**src/rtl/core/bpa_pkg.sv**
```systemverilog
// Shared types and constants of the bitmap page allocator.
// No dependencies; every other file imports this package.
package bpa_pkg;

  localparam int unsigned WORD_W    = 32;  // map bits held in one memory word
  localparam int unsigned BIT_W     = 5;   // index of a bit inside a word
  localparam int unsigned CNT_W     = 11;  // page counts and free count
  localparam int unsigned ADDR_W    = 22;  // returned page address
  localparam int unsigned FUNC_W    = 2;
  localparam int unsigned PADDR_W   = 32;
  localparam int unsigned CFG_IDX_W = 2;

  localparam logic [CNT_W-1:0] COUNT_MAX = '1;

  // operation codes
  localparam logic [FUNC_W-1:0] FN_INIT  = 2'd0;
  localparam logic [FUNC_W-1:0] FN_ALLOC = 2'd1;
  localparam logic [FUNC_W-1:0] FN_FREE  = 2'd2;

  // configuration register indexes
  localparam logic [CFG_IDX_W-1:0] CFG_PAGE_COUNT = 2'd0;
  localparam logic [CFG_IDX_W-1:0] CFG_RESERVED   = 2'd1;

  typedef enum logic [1:0] {
    ST_OK      = 2'd0,
    ST_NONE    = 2'd1,
    ST_IGNORED = 2'd2
  } status_e;

  // result of the shared limit-mask and first-free-bit unit
  typedef struct packed {
    logic              found;  // a free page lies in this word below the limit
    logic              last;   // limit ends within (or before) this word
    logic [BIT_W-1:0]  idx;    // lowest free bit
    logic [WORD_W-1:0] mask;   // bits whose page is below the limit
  } scan_res_t;

endpackage

```
**src/rtl/core/bpa_if.sv**
```systemverilog
// Channel interfaces of the bitmap page allocator: request, response, config.
// Depends on bpa_pkg.
interface bpa_req_if import bpa_pkg::*; ();
  logic               valid;
  logic               ready;
  logic [FUNC_W-1:0]  func;
  logic [PADDR_W-1:0] page_address;

  modport source (output valid, func, page_address, input ready);
  modport sink   (input valid, func, page_address, output ready);
endinterface

interface bpa_rsp_if import bpa_pkg::*; ();
  logic              valid;
  logic              ready;
  logic [ADDR_W-1:0] alloc_address;
  logic [1:0]        status;
  logic [CNT_W-1:0]  free_count;

  modport source (output valid, alloc_address, status, free_count, input ready);
  modport sink   (input valid, alloc_address, status, free_count, output ready);
endinterface

interface bpa_cfg_if import bpa_pkg::*; ();
  logic                 valid;
  logic                 ready;
  logic [CFG_IDX_W-1:0] index;
  logic [CNT_W-1:0]     data;

  modport source (output valid, index, data, input ready);
  modport sink   (input valid, index, data, output ready);
endinterface

```
**src/rtl/core/bitmap_page_allocator.sv**
```systemverilog
// Bitmap page allocator top: sequencer, counters and response register; needs bpa_pkg, bpa_if.
// Init writes each map word in turn; allocate reads words in order up to a hit or the limit;
// free reads the addressed word and clears the page's bit if set; others go straight to the result.
// One transaction at a time: the next is taken in the cycle after the result register loads, and
// a stalled result holds the sequencer. The map is swept one 32-bit word a cycle.
// Reset clears control state and the free count; the map reads as zero until first init.
module bitmap_page_allocator import bpa_pkg::*; #(
  parameter int unsigned MAX_PAGES  = 1024,
  parameter int unsigned PAGE_SHIFT = 12
) (
  input  logic      clk_i,
  input  logic      rst_ni,
  bpa_req_if.sink   req_i,
  bpa_rsp_if.source rsp_o,
  bpa_cfg_if.sink   cfg_i
);

  localparam int unsigned NUM_WORDS = (MAX_PAGES + WORD_W - 1) / WORD_W;
  localparam int unsigned WADDR_W   = (NUM_WORDS > 1) ? $clog2(NUM_WORDS) : 1;

  localparam logic [2:0] S_IDLE     = 3'd0;
  localparam logic [2:0] S_INIT     = 3'd1;
  localparam logic [2:0] S_ALC_RD   = 3'd2;
  localparam logic [2:0] S_ALC_SCAN = 3'd3;
  localparam logic [2:0] S_FREE_RD  = 3'd4;
  localparam logic [2:0] S_FREE_CHK = 3'd5;
  localparam logic [2:0] S_RESP     = 3'd6;

  logic [2:0]         state_q, state_d;
  logic [WADDR_W-1:0] wptr_q, wptr_d;
  logic [WADDR_W-1:0] chk_q, chk_d;
  logic [WADDR_W-1:0] fword_q, fword_d;
  logic [BIT_W-1:0]   fbit_q, fbit_d;
  logic [CNT_W-1:0]   lim_q, lim_d;
  logic [CNT_W-1:0]   free_cnt_q, free_cnt_d;
  logic [ADDR_W-1:0]  res_addr_q, res_addr_d;
  status_e            res_st_q, res_st_d;
  logic [CNT_W-1:0]   page_cnt_q;
  logic [CNT_W-1:0]   reserved_q;

  logic               rsp_vld_q;
  logic [ADDR_W-1:0]  rsp_addr_q;
  status_e            rsp_st_q;
  logic [CNT_W-1:0]   rsp_cnt_q;
  logic               rsp_load;

  logic [CNT_W-1:0]   n_eff, r_eff;
  logic [PADDR_W-1:0] req_page;
  logic               req_fire;

  logic               rd_en;
  logic [WADDR_W-1:0] rd_addr;
  logic [WORD_W-1:0]  rd_data;
  logic               wr_en;
  logic [WADDR_W-1:0] wr_addr;
  logic [WORD_W-1:0]  wr_data;

  logic [WADDR_W-1:0] scan_word;
  logic [CNT_W-1:0]   scan_lim;
  scan_res_t          scan;
  logic [63:0]        alloc_full;

  // configuration
  assign cfg_i.ready = 1'b1;

  always_ff @(posedge clk_i or negedge rst_ni) begin
    if (!rst_ni) begin
      page_cnt_q <= CNT_W'(1024);
      reserved_q <= '0;
    end else if (cfg_i.valid && cfg_i.ready) begin
      case (cfg_i.index)
        CFG_PAGE_COUNT: page_cnt_q <= cfg_i.data;
        CFG_RESERVED:   reserved_q <= cfg_i.data;
        default: ;
      endcase
    end
  end

  assign n_eff = ({21'd0, page_cnt_q} > 32'(MAX_PAGES)) ? CNT_W'(MAX_PAGES) : page_cnt_q;
  assign r_eff = (reserved_q > n_eff) ? n_eff : reserved_q;

  assign req_i.ready = (state_q == S_IDLE);
  assign req_fire    = req_i.valid && req_i.ready;
  assign req_page    = req_i.page_address >> PAGE_SHIFT;

  // shared scan unit: init mask generation and allocate search
  assign scan_word = (state_q == S_INIT) ? wptr_q : chk_q;
  assign scan_lim  = (state_q == S_INIT) ? lim_q : n_eff;

  bpa_scan #(.AW(WADDR_W)) u_scan (
    .word_addr_i (scan_word),
    .limit_i     (scan_lim),
    .word_i      (rd_data),
    .res_o       (scan)
  );

  bpa_map #(.DEPTH(NUM_WORDS), .AW(WADDR_W)) u_map (
    .clk_i     (clk_i),
    .rst_ni    (rst_ni),
    .rd_en_i   (rd_en),
    .rd_addr_i (rd_addr),
    .rd_data_o (rd_data),
    .wr_en_i   (wr_en),
    .wr_addr_i (wr_addr),
    .wr_data_i (wr_data)
  );

  assign alloc_full = 64'({chk_q, scan.idx}) << PAGE_SHIFT;

  always_comb begin
    state_d    = state_q;
    wptr_d     = wptr_q;
    chk_d      = chk_q;
    fword_d    = fword_q;
    fbit_d     = fbit_q;
    lim_d      = lim_q;
    free_cnt_d = free_cnt_q;
    res_addr_d = res_addr_q;
    res_st_d   = res_st_q;
    rd_en      = 1'b0;
    rd_addr    = wptr_q;
    wr_en      = 1'b0;
    wr_addr    = wptr_q;
    wr_data    = scan.mask;
    rsp_load   = 1'b0;

    case (state_q)
      S_IDLE: begin
        if (req_fire) begin
          res_addr_d = '0;
          res_st_d   = ST_OK;
          wptr_d     = '0;
          chk_d      = '0;
          case (req_i.func)
            FN_INIT: begin
              lim_d      = r_eff;
              free_cnt_d = n_eff - r_eff;
              state_d    = S_INIT;
            end
            FN_ALLOC: begin
              if (free_cnt_q == '0) begin
                res_st_d = ST_NONE;
                state_d  = S_RESP;
              end else begin
                state_d = S_ALC_RD;
              end
            end
            FN_FREE: begin
              fword_d = req_page[WADDR_W+BIT_W-1:BIT_W];
              fbit_d  = req_page[BIT_W-1:0];
              if (req_page < 32'(n_eff)) begin
                state_d = S_FREE_RD;
              end else begin
                res_st_d = ST_IGNORED;
                state_d  = S_RESP;
              end
            end
            default: state_d = S_RESP;
          endcase
        end
      end
      S_INIT: begin
        wr_en = 1'b1;
        if (wptr_q == WADDR_W'(NUM_WORDS - 1)) begin
          state_d = S_RESP;
        end else begin
          wptr_d = wptr_q + 1'b1;
        end
      end
      S_ALC_RD: begin
        rd_en   = 1'b1;
        wptr_d  = wptr_q + 1'b1;
        state_d = S_ALC_SCAN;
      end
      S_ALC_SCAN: begin
        // read of the next word overlaps the check of the current one
        rd_en  = 1'b1;
        wptr_d = wptr_q + 1'b1;
        if (scan.found) begin
          wr_en      = 1'b1;
          wr_addr    = chk_q;
          wr_data    = rd_data | (WORD_W'(1) << scan.idx);
          free_cnt_d = free_cnt_q - 1'b1;
          res_addr_d = alloc_full[ADDR_W-1:0];
          state_d    = S_RESP;
        end else if (scan.last) begin
          res_st_d = ST_NONE;
          state_d  = S_RESP;
        end else begin
          chk_d = chk_q + 1'b1;
        end
      end
      S_FREE_RD: begin
        rd_en   = 1'b1;
        rd_addr = fword_q;
        state_d = S_FREE_CHK;
      end
      S_FREE_CHK: begin
        wr_addr = fword_q;
        wr_data = rd_data & ~(WORD_W'(1) << fbit_q);
        if (rd_data[fbit_q]) begin
          wr_en = 1'b1;
          if (free_cnt_q != COUNT_MAX) begin
            free_cnt_d = free_cnt_q + 1'b1;
          end
        end else begin
          res_st_d = ST_IGNORED;
        end
        state_d = S_RESP;
      end
      S_RESP: begin
        if (!rsp_vld_q || rsp_o.ready) begin
          rsp_load = 1'b1;
          state_d  = S_IDLE;
        end
      end
      default: state_d = S_IDLE;
    endcase
  end

  always_ff @(posedge clk_i or negedge rst_ni) begin
    if (!rst_ni) begin
      state_q    <= S_IDLE;
      wptr_q     <= '0;
      chk_q      <= '0;
      free_cnt_q <= '0;
      rsp_vld_q  <= 1'b0;
    end else begin
      state_q    <= state_d;
      wptr_q     <= wptr_d;
      chk_q      <= chk_d;
      free_cnt_q <= free_cnt_d;
      if (rsp_load) begin
        rsp_vld_q <= 1'b1;
      end else if (rsp_o.ready) begin
        rsp_vld_q <= 1'b0;
      end
    end
  end

  always_ff @(posedge clk_i) begin
    fword_q    <= fword_d;
    fbit_q     <= fbit_d;
    lim_q      <= lim_d;
    res_addr_q <= res_addr_d;
    res_st_q   <= res_st_d;
    if (rsp_load) begin
      rsp_addr_q <= res_addr_q;
      rsp_st_q   <= res_st_q;
      rsp_cnt_q  <= free_cnt_q;
    end
  end

  assign rsp_o.valid         = rsp_vld_q;
  assign rsp_o.alloc_address = rsp_addr_q;
  assign rsp_o.status        = rsp_st_q;
  assign rsp_o.free_count    = rsp_cnt_q;

  // allocate with an empty count goes straight to the response with no page
  a_alloc_empty: assert property (@(posedge clk_i) disable iff (!rst_ni)
    (req_fire && req_i.func == FN_ALLOC && free_cnt_q == '0)
      |=> (state_q == S_RESP && res_st_q == ST_NONE))
    else $error("allocate on empty count did not report no free page");

  // a page found by the search costs exactly one from the free count
  a_alloc_count: assert property (@(posedge clk_i) disable iff (!rst_ni)
    (state_q == S_ALC_SCAN && scan.found)
      |=> (free_cnt_q == $past(free_cnt_q) - 1'b1))
    else $error("free count not decremented on allocate");

  // the map is never written while idle or holding a result
  a_no_idle_write: assert property (@(posedge clk_i) disable iff (!rst_ni)
    (state_q == S_IDLE || state_q == S_RESP) |-> !wr_en)
    else $error("map written outside an operation");

endmodule

```
**src/rtl/core/bpa_map.sv**
```systemverilog
// Used-bit map memory: one write and one registered read port.
// Reads as all zero until the first write (first init). Depends on bpa_pkg.
module bpa_map import bpa_pkg::*; #(
  parameter int unsigned DEPTH = 32,
  parameter int unsigned AW    = 5
) (
  input  logic              clk_i,
  input  logic              rst_ni,
  input  logic              rd_en_i,
  input  logic [AW-1:0]     rd_addr_i,
  output logic [WORD_W-1:0] rd_data_o,
  input  logic              wr_en_i,
  input  logic [AW-1:0]     wr_addr_i,
  input  logic [WORD_W-1:0] wr_data_i
);

  logic [WORD_W-1:0] mem [DEPTH];
  logic [WORD_W-1:0] rd_q;
  logic              written_q;
  logic              rd_ok_q;

  always_ff @(posedge clk_i) begin
    if (wr_en_i) begin
      mem[wr_addr_i] <= wr_data_i;
    end
    if (rd_en_i) begin
      rd_q <= mem[rd_addr_i];
    end
  end

  always_ff @(posedge clk_i or negedge rst_ni) begin
    if (!rst_ni) begin
      written_q <= 1'b0;
      rd_ok_q   <= 1'b0;
    end else begin
      if (wr_en_i) begin
        written_q <= 1'b1;
      end
      if (rd_en_i) begin
        rd_ok_q <= written_q;
      end
    end
  end

  assign rd_data_o = rd_ok_q ? rd_q : '0;

endmodule

```
**src/rtl/core/bpa_scan.sv**
```systemverilog
// Shared limit-mask and lowest-free-bit unit, used by init and allocate.
// Depends on bpa_pkg.
module bpa_scan import bpa_pkg::*; #(
  parameter int unsigned AW = 5
) (
  input  logic [AW-1:0]     word_addr_i,
  input  logic [CNT_W-1:0]  limit_i,
  input  logic [WORD_W-1:0] word_i,
  output scan_res_t         res_o
);

  localparam int unsigned BW = AW + BIT_W;
  localparam int unsigned CW = ((BW > CNT_W) ? BW : CNT_W) + 1;

  logic [CW-1:0]     base;
  logic [CW-1:0]     lim;
  logic [CW-1:0]     diff;
  logic [WORD_W-1:0] free_bits;

  assign base = CW'({word_addr_i, {BIT_W{1'b0}}});
  assign lim  = CW'(limit_i);
  assign diff = lim - base;

  always_comb begin
    res_o = '0;
    if (lim <= base) begin
      res_o.mask = '0;
      res_o.last = 1'b1;
    end else if (diff >= CW'(WORD_W)) begin
      res_o.mask = '1;
      res_o.last = (diff == CW'(WORD_W));
    end else begin
      res_o.mask = ~({WORD_W{1'b1}} << diff[BIT_W-1:0]);
      res_o.last = 1'b1;
    end
    free_bits   = res_o.mask & ~word_i;
    res_o.found = |free_bits;
    // downward walk so the lowest free bit wins
    for (int b = WORD_W - 1; b >= 0; b--) begin
      if (free_bits[b]) begin
        res_o.idx = BIT_W'(b);
      end
    end
  end

endmodule
```
**src/flat_wrapper.sv**
```systemverilog
// flat-port wrapper written by rule: the top's interface ports become plain ports
module bitmap_page_allocator_flat import bpa_pkg::*;
#(
  parameter int unsigned MAX_PAGES  = 1024,
  parameter int unsigned PAGE_SHIFT = 12
)
  (clk_i, rst_ni, req_i_valid, req_i_func, req_i_page_address, req_i_ready, rsp_o_valid, rsp_o_alloc_address, rsp_o_status, rsp_o_free_count, rsp_o_ready, cfg_i_valid, cfg_i_index, cfg_i_data, cfg_i_ready);
  bpa_req_if req_i_i ();
  bpa_rsp_if rsp_o_i ();
  bpa_cfg_if cfg_i_i ();
  input  logic clk_i;
  input  logic rst_ni;
  input wire logic [$bits(req_i_i.valid)-1:0] req_i_valid;
  input wire logic [$bits(req_i_i.func)-1:0] req_i_func;
  input wire logic [$bits(req_i_i.page_address)-1:0] req_i_page_address;
  output wire logic [$bits(req_i_i.ready)-1:0] req_i_ready;
  output wire logic [$bits(rsp_o_i.valid)-1:0] rsp_o_valid;
  output wire logic [$bits(rsp_o_i.alloc_address)-1:0] rsp_o_alloc_address;
  output wire logic [$bits(rsp_o_i.status)-1:0] rsp_o_status;
  output wire logic [$bits(rsp_o_i.free_count)-1:0] rsp_o_free_count;
  input wire logic [$bits(rsp_o_i.ready)-1:0] rsp_o_ready;
  input wire logic [$bits(cfg_i_i.valid)-1:0] cfg_i_valid;
  input wire logic [$bits(cfg_i_i.index)-1:0] cfg_i_index;
  input wire logic [$bits(cfg_i_i.data)-1:0] cfg_i_data;
  output wire logic [$bits(cfg_i_i.ready)-1:0] cfg_i_ready;
  assign req_i_i.valid = req_i_valid;
  assign req_i_i.func = req_i_func;
  assign req_i_i.page_address = req_i_page_address;
  assign req_i_ready = req_i_i.ready;
  assign rsp_o_valid = rsp_o_i.valid;
  assign rsp_o_alloc_address = rsp_o_i.alloc_address;
  assign rsp_o_status = rsp_o_i.status;
  assign rsp_o_free_count = rsp_o_i.free_count;
  assign rsp_o_i.ready = rsp_o_ready;
  assign cfg_i_i.valid = cfg_i_valid;
  assign cfg_i_i.index = cfg_i_index;
  assign cfg_i_i.data = cfg_i_data;
  assign cfg_i_ready = cfg_i_i.ready;
  bitmap_page_allocator #(.MAX_PAGES(MAX_PAGES), .PAGE_SHIFT(PAGE_SHIFT)) u_core (.clk_i(clk_i), .rst_ni(rst_ni), .req_i(req_i_i), .rsp_o(rsp_o_i), .cfg_i(cfg_i_i));
endmodule
```
**config.mk**
```make
export PLATFORM = sky130hd
export DESIGN_NAME = bitmap_page_allocator_flat
export DESIGN_NICKNAME = d
export VERILOG_FILES = /design/src/rtl/core/bpa_pkg.sv /design/src/rtl/core/bpa_if.sv /design/src/rtl/core/bitmap_page_allocator.sv /design/src/rtl/core/bpa_map.sv /design/src/rtl/core/bpa_scan.sv /design/src/flat_wrapper.sv
export SDC_FILE = /design/constraint.sdc
export NUM_CORES = 2
export LEC_CHECK = 0
export BUFFER_PORTS_ARGS = -buffer_cell sky130_fd_sc_hd__buf_2
export CORE_AREA = 2 2 498 253
export DETAILED_ROUTE_END_ITERATION = 8
export DIE_AREA = 0 0 500 255
export GPL_TIMING_DRIVEN = 0
export PLACE_DENSITY = 0.68
export SYNTH_ARGS = -nofsm -noshare
export SYNTH_HDL_FRONTEND = slang
export SYNTH_HIERARCHICAL = 1
export SYNTH_SLANG_ARGS = --single-unit
export TNS_END_PERCENT = 10
```
**constraint.sdc**
```tcl
create_clock -name clk_i -period 19.4 [get_ports clk_i]
set_clock_uncertainty 0.05 [all_clocks]
set_input_delay 0.97 -clock clk_i [delete_from_list [all_inputs] [get_ports clk_i]]
set_output_delay 0.97 -clock clk_i [all_outputs]
set_load 0.05 [all_outputs]
```
==> flow_metrics.tcl <==
set metrics [dict create \
    dpl_worst_slack_ns 9.347 \
    period_needed_ns 10.82 \
    cp_max_fo 19 \
    dr_wl_met3_microns 27010 \
    layout_setup_ws_ns 8.581 \
    drt_iter0_markers 5471 \
    drtPass1Iterations 8 \
    drc_errors 0 \
    cts.clk_slew.worst_paths_ns 0.08 \
    dpl.hpwl_microns 110100 \
    synth_seq_cells 1161 \
    placed_cell_area_sq_um 53570 \
    die_w_microns 500 \
    cts_tree "done" \
    drv_slew 0 \
    ys_types 89 \
    arrival_ns 11.15 \
    rsz0062_at_grt "false" \
    routed.top_layer "met5" \
    globalRouteTotalUtil_pct 23.59 \
    numPlacedInstances 5107 \
    cts_buffers 95 \
    drv_cap 1 \
    grt_antenna_before_repair 6 \
    via_count 31880 \
    cts.sinks 1161 \
    ctsHoldBuffers 0 \
    num_rows 92 \
    stdcell_area_sq_um 56650 \
    path_cells "nand2b_1 > nor2_1 > clkbuf_1 > o21ai_0 > nor2_4 > nand3b_1 > o32ai_2 > clkbuf_1 > a221oi_1 > nor3_1 > nand2_1 > nor2_1 > nand2_1 > and2_1 > clkbuf_1 > nor2_1 > clkbuf_1 > nand2_1 > nand2_1 > nand3b_1 > nor2_4 > buf_12" \
    cts_max_path_buffers 3 \
    async_reset_ff_share_pct 4.220 \
    setup_viol 0 \
    grt-ovfl-total 0 \
    grt_pass1_vias 28050 \
    status "finished with violations" \
    cp.required_ns 19.73 \
    netlist_area_sq_um 50050 \
    die_area_sq_um 127500 \
    core_area_sq_um 124000 \
    antenna_left 0 \
    path_class "reg2reg" \
    fin_nets 3669 \
    critPathMaxStageDelay_ns 1.05 \
    syn2layout_area_growth_pct 13.19 \
    cts_max_level 3 \
    cts-root-buf "clkbuf_16" \
    startpoint_type "flip-flop" \
    routedWlPerCell_microns 29.12 \
    io_buffers 64 \
    relSlewSlack_pct 2.183 \
    yosysWarnings 6 \
    synth_ff_type "edfxtp_1" \
    worstMarginPinSlew_ns 1.464 \
    viasPerCell 6.032 \
    synth_top_area_cell "edfxtp_1" \
    synth_top_area_share_pct 66.72 \
    grt_max_degree 50 \
    violations "capacitance limit" \
    initial_core_util_pct 40.37 \
    instances_no_fill 5284 \
    postCtsSetupRepairBufs 0 \
    hold_viol_final 0 \
    io_pins 90 \
    hold_class "in2async" \
    wl_met2_microns 51120 \
    timing.final.crit_share_pct 55.77 \
    netlist_instances 3336 \
    die_height_microns 255 \
    cts_resized 0 \
    grt_pass1_wl_microns 213700 \
    worst_path_max_delay_cell "nor3_1" \
    fmax_mhz 92.43 \
    synth.avg_cell_area_sq_um 15.00 \
    drive_above_1_share_pct 13.29 \
    wl_met1_microns 73710 \
    clock_latency_ns 0.72 \
    synth.area.top_cells "edfxtp_1 (67%), mux2i_1 (10%), dfrtp_1 (2.4%)" \
    crit_path_end_kind "flip-flop" \
    drt-total-wl_microns 153900 \
    gp_congestion 1.006 \
    finalSetupTns_ns 0 \
    yosysSeqAreaShare_pct 69.17 \
    synth_edf_count 1112 \
]
## area by class of cell
cell class / count / area [sq um]
diodes: 6 / 15.01
inverters: 58 / 217.7
repair buffers: 117 / 1216
clock inverters: 59 / 564.3
fillers: 10700 / 67320
well taps: 1645 / 2058
multi-input cells: 1929 / 14400
clock buffers: 110 / 2434
plain buffers: 199 / 1124
flip-flops and latches: 1161 / 34620
## layer usage
metal / vias to the layer above / GRT usage, %
met5: - / 0.5560
met4: 4 / 3.784
met3: 153 / 10.67
met2: 2257 / 25.70
met1: 16060 / 40.02
li1: 13400 / -
## placed cells by master, fill, tap and decap left out, drive strengths merged, types with 9 or more instances in the layout
cell,count
o211ai,16
buf,239
a22o,68
clkinv,42
dfrtp,48
and2,49
a22oi,124
nand4,10
or2,9
a32oi,11
inv,61
xnor2,15
nor2b,21
mux2,38
nor3,50
a31oi,44
a21oi,185
clkbuf,187
mux4,9
nand2b,11
mux2i,524
ha,53
nand2,226
nor2,95
edfxtp,1112
conb,13
o21ai,98
a211oi,11
nor4,9
nand3,122
## cell usage after synthesis, types with 7 or more instances
library cell / count
buf_1: 14
a31oi_1: 44
a32oi_1: 10
o211ai_1: 15
clkbuf_1: 75
nand2_1: 226
nor4_1: 7
a211oi_1: 8
nand2b_1: 11
dfrtp_1: 48
nand4_1: 10
nand3_1: 122
mux2_2: 38
inv_1: 57
nor2b_1: 21
ha_1: 53
a22oi_1: 124
a21oi_1: 182
a21o_1: 8
nor3_1: 48
and2_1: 48
edfxtp_1: 1112
nand3b_1: 7
buf_2: 43
buf_6: 19
o21ai_0: 93
mux2i_1: 524
a22o_1: 68
nor2_1: 91
buf_4: 46
xnor2_1: 15
or2_2: 9
## path summary, 6_finish.rpt
| kind | from | end | slack (ns) | cells after the start |
|---|---|---|---|---|
| worst max-delay path | u_core/state_q[2]$_DFFE_PN0P_ | u_core/u_map/mem[18][19]$_DFFE_PP_ | 8.58 | 22 |
| worst min register to register | u_core/res_st_q[0]$_DFFE_PP_ | u_core/rsp_o.status[0]$_DFFE_PP_ | 0.37 | 0 |
| worst max register to register | u_core/state_q[2]$_DFFE_PN0P_ | u_core/u_map/mem[18][19]$_DFFE_PP_ | 8.58 | 22 |
| min in group clk_i | u_core/res_st_q[0]$_DFFE_PP_ | u_core/rsp_o.status[0]$_DFFE_PP_ | 0.37 | 0 |
| worst min-delay path | rst_ni | u_core/state_q[2]$_DFFE_PN0P_ | 0.24 | 1 |
| max in group asynchronous | rst_ni | u_core/page_cnt_q[0]$_DFFE_PN0P_ | 18.51 | 1 |
## critical path: cells and delay by family (launching register included)
kind	cells	cell delay [ns]
simple gates	14	6.31
buf+inv	5	2.23
compound gates	3	1.32
flops	1	0.48
## sequential cells by signal, indices dropped and copies added (netlist names)
signal	cells
u_core/chk_q	5
u_core/fbit_q	5
u_core/free_cnt_q	11
u_core/fword_q	5
u_core/lim_q	11
u_core/page_cnt_q	11
u_core/res_addr_q	10
u_core/res_st_q	2
u_core/reserved_q	11
u_core/rsp_o.alloc_address	10
u_core/rsp_o.free_count	11
u_core/rsp_o.status	2
u_core/rsp_o.valid	1
u_core/state_q	3
u_core/u_map/mem	1024
u_core/u_map/rd_ok_q	1
u_core/u_map/rd_q	32
u_core/u_map/written_q	1
u_core/wptr_q	5
## through the flow
step	utilization (%)	hold slack [ns]
6_report	45.70	0.2449
2_1_floorplan	-	0.3503
5_1_grt	45.69	0.2939
3_5_place_dp	43.21	0.3572
3_3_place_gp	42.32	0.3562
4_1_cts	45.63	0.3718
## kinds of logic after synthesis
family | synth area share [%]
buf+inv | 2.680
mux | 11.76
compound gates | 8.262
flops | 69.17
xor+xnor | 0.3675
simple gates | 6.257
fa+ha+maj | 1.485
other cells | 0.01501
Power is left out: the tool's default activity adds up to more than one toggle a clock period on the data nets, which glitch-free logic cannot reach.
